===== src/rtl/core/tsag_pkg.sv =====
// shared types and constants for the tile source address generator
package tsag_pkg;

  localparam int unsigned IDX_W   = 31;  // table values and element indexes
  localparam int unsigned ADDR_W  = 32;  // emitted addresses
  localparam int unsigned AXIS_W  = 3;
  localparam int unsigned RANK_W  = 4;
  localparam int unsigned CFG_IDX_W  = 1;
  localparam int unsigned CFG_DATA_W = 4;

  // restoring divider walks one dividend bit per cycle
  localparam int unsigned DIV_STEPS = IDX_W;
  localparam int unsigned DIV_CNT_W = $clog2(DIV_STEPS);

  localparam logic [CFG_IDX_W-1:0] CFG_RANK_IN_USE = 1'b0;
  localparam logic [CFG_IDX_W-1:0] CFG_WIDE_MODE   = 1'b1;

  localparam logic ACT_LOAD = 1'b0;
  localparam logic ACT_MAP  = 1'b1;

  typedef enum logic [3:0] {
    ST_IDLE,
    ST_AXIS,
    ST_DIV_COORD,
    ST_DIM_CHK,
    ST_DIV_DIM,
    ST_MUL,
    ST_ACC,
    ST_EMIT_LO,
    ST_EMIT_HI
  } state_e;

endpackage


===== src/rtl/core/tile_source_address_generator.sv =====
// a map item walks each of its axes in turn (two divides on one
// shared restoring divider, a setup, a dimension check, a multiply and an add)
// load items give no result; no new item is taken while a map item runs
// the divider's one-bit-per-cycle loop sets the rate; wide mode also emits the high word
// reset clears control state and sets rank_in_use to 1 and wide_mode to 0
// the axis tables are undefined after reset until loaded
module tile_source_address_generator import tsag_pkg::*; #(
  parameter int unsigned MAX_RANK = 8
) (
  input  logic                  clk_i,
  input  logic                  rst_ni,
  input  logic                  cfg_we_i,
  input  logic [CFG_IDX_W-1:0]  cfg_idx_i,
  input  logic [CFG_DATA_W-1:0] cfg_wdata_i,
  input  logic                  in_valid_i,
  output logic                  in_stall_o,
  input  logic                  action_i,
  input  logic [AXIS_W-1:0]     axis_number_i,
  input  logic [IDX_W-1:0]      out_stride_value_i,
  input  logic [IDX_W-1:0]      in_dim_value_i,
  input  logic [IDX_W-1:0]      in_stride_value_i,
  input  logic [IDX_W-1:0]      out_index_i,
  output logic                  out_valid_o,
  input  logic                  out_stall_i,
  output logic [ADDR_W-1:0]     src_addr_o,
  output logic [ADDR_W-1:0]     dst_addr_o,
  output logic                  error_flag_o,
  output logic                  last_of_run_o
);

  localparam int unsigned AW = (MAX_RANK > 1) ? $clog2(MAX_RANK) : 1;
  localparam int unsigned CW = $clog2(MAX_RANK + 1);

  state_e state_q, state_d;

  logic [RANK_W-1:0]   rank_cfg_q;
  logic                wide_q;
  logic [IDX_W-1:0]    ost_q [MAX_RANK];
  logic [IDX_W-1:0]    idm_q [MAX_RANK];
  logic [IDX_W-1:0]    ist_q [MAX_RANK];

  logic [CW-1:0]        axis_q;
  logic [CW-1:0]        rank_q;
  logic [IDX_W-1:0]     oidx_q;
  logic [IDX_W-1:0]     idx_q;
  logic [ADDR_W-1:0]    src_q;
  logic                 err_q;
  logic [IDX_W-1:0]     quo_q;
  logic [IDX_W-1:0]     rem_q;
  logic [IDX_W-1:0]     dvsr_q;
  logic [DIV_CNT_W-1:0] cnt_q;
  logic [ADDR_W-1:0]    prod_q;

  logic                 in_acc;
  logic                 out_acc;
  logic                 axis_done;
  logic                 div_last;
  logic [ADDR_W-1:0]    div_shift;
  logic                 div_ge;
  logic [ADDR_W-1:0]    div_diff;
  logic [IDX_W-1:0]     ost_rd;
  logic [IDX_W-1:0]     idm_rd;
  logic [IDX_W-1:0]     ist_rd;
  logic [2*IDX_W-1:0]   mul_full;
  logic [CW-1:0]        rank_clamp;

  assign in_acc  = in_valid_i && !in_stall_o;
  assign out_acc = out_valid_o && !out_stall_i;

  assign ost_rd = ost_q[axis_q[AW-1:0]];
  assign idm_rd = idm_q[axis_q[AW-1:0]];
  assign ist_rd = ist_q[axis_q[AW-1:0]];

  assign axis_done = (axis_q == rank_q);
  assign div_last  = (cnt_q == DIV_CNT_W'(DIV_STEPS - 1));

  // one restoring step: shift in the next dividend bit, subtract when it fits
  assign div_shift = {rem_q, quo_q[IDX_W-1]};
  assign div_ge    = (div_shift >= {1'b0, dvsr_q});
  assign div_diff  = div_shift - {1'b0, dvsr_q};

  assign mul_full = rem_q * ist_rd;

  assign rank_clamp = (32'(rank_cfg_q) > MAX_RANK) ? CW'(MAX_RANK) : CW'(rank_cfg_q);

  // next state
  always_comb begin
    state_d = state_q;
    case (state_q)
      ST_IDLE: begin
        if (in_acc && action_i == ACT_MAP) begin
          state_d = ST_AXIS;
        end
      end
      ST_AXIS: begin
        if (axis_done) begin
          state_d = ST_EMIT_LO;
        end else if (ost_rd != '0) begin
          state_d = ST_DIV_COORD;
        end
      end
      ST_DIV_COORD: begin
        if (div_last) begin
          state_d = ST_DIM_CHK;
        end
      end
      ST_DIM_CHK: begin
        state_d = (idm_rd == '0) ? ST_AXIS : ST_DIV_DIM;
      end
      ST_DIV_DIM: begin
        if (div_last) begin
          state_d = ST_MUL;
        end
      end
      ST_MUL: state_d = ST_ACC;
      ST_ACC: state_d = ST_AXIS;
      ST_EMIT_LO: begin
        if (out_acc) begin
          state_d = wide_q ? ST_EMIT_HI : ST_IDLE;
        end
      end
      ST_EMIT_HI: begin
        if (out_acc) begin
          state_d = ST_IDLE;
        end
      end
      default: state_d = ST_IDLE;
    endcase
  end

  // handshake and result outputs
  always_comb begin
    in_stall_o    = (state_q != ST_IDLE);
    out_valid_o   = (state_q == ST_EMIT_LO) || (state_q == ST_EMIT_HI);
    last_of_run_o = (state_q == ST_EMIT_HI) || !wide_q;
    error_flag_o  = err_q;
    if (wide_q) begin
      src_addr_o = {src_q[ADDR_W-2:0], (state_q == ST_EMIT_HI)};
      dst_addr_o = {oidx_q, (state_q == ST_EMIT_HI)};
    end else begin
      src_addr_o = src_q;
      dst_addr_o = {1'b0, oidx_q};
    end
  end

  always_ff @(posedge clk_i or negedge rst_ni) begin
    if (!rst_ni) begin
      state_q    <= ST_IDLE;
      rank_cfg_q <= RANK_W'(1);
      wide_q     <= 1'b0;
    end else begin
      state_q <= state_d;
      if (cfg_we_i) begin
        case (cfg_idx_i)
          CFG_RANK_IN_USE: rank_cfg_q <= cfg_wdata_i[RANK_W-1:0];
          CFG_WIDE_MODE:   wide_q     <= cfg_wdata_i[0];
          default: ;
        endcase
      end
    end
  end

  // axis tables
  always_ff @(posedge clk_i) begin
    if (in_acc && action_i == ACT_LOAD && 32'(axis_number_i) < MAX_RANK) begin
      ost_q[AW'(axis_number_i)] <= out_stride_value_i;
      idm_q[AW'(axis_number_i)] <= in_dim_value_i;
      ist_q[AW'(axis_number_i)] <= in_stride_value_i;
    end
  end

  // datapath of the walk
  always_ff @(posedge clk_i) begin
    case (state_q)
      ST_IDLE: begin
        if (in_acc && action_i == ACT_MAP) begin
          oidx_q <= out_index_i;
          idx_q  <= out_index_i;
          src_q  <= '0;
          err_q  <= 1'b0;
          axis_q <= '0;
          rank_q <= rank_clamp;
        end
      end
      ST_AXIS: begin
        if (!axis_done) begin
          if (ost_rd == '0) begin
            // zero stride: index kept, axis adds nothing
            err_q  <= 1'b1;
            axis_q <= axis_q + CW'(1);
          end else begin
            quo_q  <= idx_q;
            rem_q  <= '0;
            dvsr_q <= ost_rd;
            cnt_q  <= '0;
          end
        end
      end
      ST_DIV_COORD, ST_DIV_DIM: begin
        quo_q <= {quo_q[IDX_W-2:0], div_ge};
        rem_q <= div_ge ? div_diff[IDX_W-1:0] : div_shift[IDX_W-1:0];
        cnt_q <= cnt_q + DIV_CNT_W'(1);
      end
      ST_DIM_CHK: begin
        // quotient stays in quo_q as the next dividend
        idx_q <= rem_q;
        if (idm_rd == '0) begin
          err_q  <= 1'b1;
          axis_q <= axis_q + CW'(1);
        end else begin
          rem_q  <= '0;
          dvsr_q <= idm_rd;
          cnt_q  <= '0;
        end
      end
      ST_MUL: prod_q <= mul_full[ADDR_W-1:0];
      ST_ACC: begin
        src_q  <= src_q + prod_q;
        axis_q <= axis_q + CW'(1);
      end
      default: ;
    endcase
  end

endmodule

===== config.mk =====
export PLATFORM = sky130hd
export DESIGN_NAME = tile_source_address_generator
export DESIGN_NICKNAME = d
export VERILOG_FILES = /design/src/rtl/core/tsag_pkg.sv /design/src/rtl/core/tile_source_address_generator.sv
export SDC_FILE = /design/constraint.sdc
export NUM_CORES = 2
export LEC_CHECK = 0
export ABC_CLOCK_PERIOD_IN_PS = 11700
export BUFFER_PORTS_ARGS = -buffer_cell sky130_fd_sc_hd__buf_2
export CAP_MARGIN = 20
export CORE_ASPECT_RATIO = 1.75
export CORE_MARGIN = 2
export CORE_UTILIZATION = 35
export DETAILED_ROUTE_END_ITERATION = 8
export HOLD_SLACK_MARGIN = 0.1
export PLACE_DENSITY = 0.57
export SYNTH_ARGS = -nofsm -noshare
export SYNTH_HDL_FRONTEND = slang
export SYNTH_SLANG_ARGS = --single-unit

===== constraint.sdc =====
create_clock -name clk_i -period 11.7 [get_ports clk_i]
set_input_delay 1.755 -clock clk_i [delete_from_list [all_inputs] [get_ports clk_i]]
set_output_delay 1.755 -clock clk_i [all_outputs]
set_load 0.01 [all_outputs]

After elaboration in Yosys (flattened, before gate mapping):

Memories as Yosys holds them, arrays and structs flattened. A register that Yosys moved wholly into a read port is not among the register bits.
Index checks and enable logic that the tools add are counted.

* input port bits: 138
* memories kept: 3
* register bits after elaboration: 242
* output and inout port bits: 68
* bits in writable memories: 744
* logic and storage cells: 127

Memory list
* idm_q: words 8, bits a word 31, read ports 1, clocked after memory_dff 1, write ports 1, line tile_source_address_generator.sv:39 `logic [IDX_W-1:0] idm_q [MAX_RANK];`
* ist_q: words 8, bits a word 31, read ports 1, clocked after memory_dff 1, write ports 1, line tile_source_address_generator.sv:40 `logic [IDX_W-1:0] ist_q [MAX_RANK];`
* ost_q: words 8, bits a word 31, read ports 1, clocked after memory_dff 1, write ports 1, line tile_source_address_generator.sv:38 `logic [IDX_W-1:0] ost_q [MAX_RANK];`

* $add $sub $neg: 4
* eq/ne operators: 21
* multiplexer cells: 47
* reductions and logical operators: 33
* multiply operators: 1
* bitwise operators: 2
* order comparisons: 2

Operators with widths (count)
* $mux 31: 10
* $pmux 31 s2: 3
* $mux 32: 3
* $pmux 31 s3: 1
* $pmux 32 s2: 1
* $logic_not 31->1: 2
* $mux 4: 12
* $pmux 4 s9: 1
* $add 32x32->32: 1
* $ge 32x31->1: 1
* $mul 31x31->32: 1
* $reduce_bool 31->1: 1
* $sub 31x31->31: 1
* $ne 2x2->1 const B: 10
* $eq 4x3->1 const B: 4
* $pmux 4 s4: 1
* $mux 5: 3
* $pmux 5 s3: 1
* $mux 3: 4
* $reduce_and 2->1: 5
* $reduce_and 5->1: 2
* $eq 4x2->1 const B: 2
* $reduce_and 4->1: 2
* $reduce_bool 2->1: 4
* other kinds (20): 34

Logic depth before layout (Yosys ltp):

* depth in word-level cells: 7
* depth in mapped cells: 35
* depth with buffers taken out: 28

Worst setup path after synthesis:

Ideal clock, no wire load.

* path kind: input to register
* start point: input port action_i
* end point: memory idm_q[0][0] (enable)
* slack: 2555 ps
* setup time: 660 ps
* arrival: 8485 ps
* data required time: 11040 ps
* stages on the path: 2
* buffers on the path: 0
* cells stage by stage: or3_1 -> nor3_1

* cells in the longest elaborated chain, start to end: 4

RTL lines
* start: declaration: line tile_source_address_generator.sv:17 `input logic action_i,`
* $not 1->1: line tile_source_address_generator.sv:165 `if (in_acc && action_i == ACT_LOAD && 32'(axis_number_i) < MAX_RANK) begin`
* $logic_and 1x1->1: line tile_source_address_generator.sv:165
* $mux 1: line tile_source_address_generator.sv:165
* $mux 1 (implied by the code): line tile_source_address_generator.sv:167 `idm_q[AW'(axis_number_i)] <= in_dim_value_i;`
* end: declaration: line tile_source_address_generator.sv:39

No other way between the ends.

==> metrics.cfg <==
[critical_path]
crit_buf_inv=4
ff2ff_setup_slack_ns=2.83
rr_endpoint=prod_q[31]$_DFFE_PN_
critPathRequiredTime_ns=12.16
rr_worst_depth=26
arrival_ns=9.34
crit_top_cell=fa_1
path_class=reg -> reg
cp_max_fo=31
crit_family=adder cells
critical-path-max-stage-delay_ns=0.65
cpMaxStageDelayCell=mux4_1
end_kind=flop
cp-start-kind=flop

[yosys]
async_flop_share=0.009100
seq_area_frac_synth=0.5146
synth_area_leaders=edfxtp_1, fa_1, mux4_2
synth_most_common_cell=edfxtp_1
synth_edf_count=977
synth-warning-count=0
synth_commonest_cells=edfxtp_1, nand2_1, inv_1
syn_nets=4824
synth_top_cell_by_area=edfxtp_1
syn_avg_cell_area_um2=14.08
syn_inst=4090
yosys_register_bits=989
synth-main-ff-cell=edfxtp_1
syn_area_um2=57570
synth_cell_type_count=80
synth_top_cell_area_share=0.5096

[status]
status=finished, final reports clean

[min_path]
hold-path-endpoint=rank_cfg_q[1]$_DFFE_PN0P_
min_path_cells=1
hp-class=reg -> reg
min_from=rank_cfg_q[1]$_DFFE_PN0P_

[sta]
tns_ns=0
max-slew-margin-rel=0.2711
slew_viol_final=0
setup_viol=0
timing.fmax_ghz=0.1127
finClkSkew_ns=0.05946
rsz0062_at_grt=no
worstMarginPinSlew_ns=1.083
fin_crit_ns=8.874
hold_viol_final=0
finalCritPeriodShare=0.7585

[clock_tree]
cts_buffers=92
clock_sinks=989
clockBufferDepth=3
cts_resized=0
clk_pin_slew_ns=0.06
hold_buffers=0
cts_root_buf=clkbuf_16
cts_setup_buffers=0
clock_latency_ns=0.72
cts_max_level=3
cts_tree=done

[routing]
wl_um=155500
post-route-drc-count=0
vias=33390
detail-route-antenna-nets=0
drt-initial-drc-count=2168
drtPass1Iterations=5
detail_route.wl_per_cell_um=23.84
vias_per_cell=5.120

[grt]
met3_usage=0.02730
grt_pass1_wl_um=233300
grt_pass1_vias=36598
grt_max_degree=94
met2_usage=0.3548
grt.total_usage=0.1863
grt-ovfl-total=0
met1_usage=0.1985
busiest_layer=met2
antenna_found_initial=35

[floorplan]
die_w_um=310.6
placement_rows=196
dieHeight_um=540.5
fp.dieArea_um2=167900
start_util=0.3530
ios=206
core-area_um2=163100

[finish]
nets=5001
fin_util=0.3916
area_delta_synth_final_pct=10.94
drive_gt1_frac=0.1599

[placement]
gp_congestion=0.8587
dpl.hpwl_um=110000
port_buffers=205

[job]
max_cap_viol_count=0

metal layers:
| metal | vias to the layer above | wire [um] |
|---|---|---|
| li1 | 14686 | - |
| met2 | 930 | 84570 |
| met5 | - | 165 |
| met4 | 26 | 8315 |
| met3 | 367 | 7013 |
| met1 | 17381 | 55450 |
worst max path at each step:
stage          cells after the start  slack, ns               endpoint      from
5_1_grt                           26       2.32   prod_q[31]$_DFFE_PN_      flop
3_5_place_dp                      26       2.74   prod_q[31]$_DFFE_PN_      flop
2_1_floorplan                      2       2.56  idm_q[0][0]$_DFFE_PP_  action_i
6_report                          26       2.83   prod_q[31]$_DFFE_PN_      flop
3_3_place_gp                      26       2.82   prod_q[31]$_DFFE_PN_      flop
4_1_cts                           26       2.75   prod_q[31]$_DFFE_PN_      flop
cells by family after synthesis:
group / count (synthesis) / synth area share
multiplexers: 338 / 0.1106
AND/OR/NAND/NOR: 1106 / 0.09195
XOR/XNOR: 132 / 0.02099
adder cells (fa/ha/maj): 596 / 0.1831
buffers and inverters: 647 / 0.04727
flip-flops: 989 / 0.5146
AO/OA/AOI/OAI: 282 / 0.03147
cell usage in the layout, fill, tap and decap left out, types with 65 or more instances in the layout:
master / n
buf_2: 205
clkbuf_16: 92
ha_1: 185
fa_1: 411
a21oi_1: 81
nor2b_1: 105
xnor2_1: 87
buf_4: 65
inv_1: 455
mux4_2: 147
and2_1: 132
nand2_1: 483
nor2_1: 146
edfxtp_1: 977
mux2_2: 94
final cells by class:
class                           instances  area [um^2]
Clock buffer                          121         2421
Antenna cell                           11        27.53
Inverter                              456         1712
Sequential cell                       989        29640
Multi-Input combinational cell       2454        25340
Tap cell                             2178         2725
Fill cell                           15292        99210
Timing Repair Buffer                  274         1585
Clock inverter                         39        416.7
sequential cells by signal, summed over array words and instances, names as in the netlist, 5 cells and up, named ones only:
name	flops
rem_q	31
src_q	32
oidx_q	31
quo_q	31
prod_q	32
ost_q	248
ist_q	248
idm_q	248
cnt_q	5
dvsr_q	31
idx_q	31
per-stage QoR:
step | hold slack (ns) | setup slack, ns | cells | cell area, um^2
detailed placement | 0.4901 | 2.743 | 6351 | 61000
finish | 0.5013 | 2.826 | 6522 | 63870
global route | 0.5221 | 2.323 | 6512 | 63840
CTS | 0.5038 | 2.748 | 6511 | 63840
floorplan | 0.4727 | 2.555 | 4090 | 57570
global placement | 0.4892 | 2.819 | 6350 | 60990
Power is left out: the tool's default activity adds up to more than one toggle a clock period on the data nets, which glitch-free logic cannot reach.
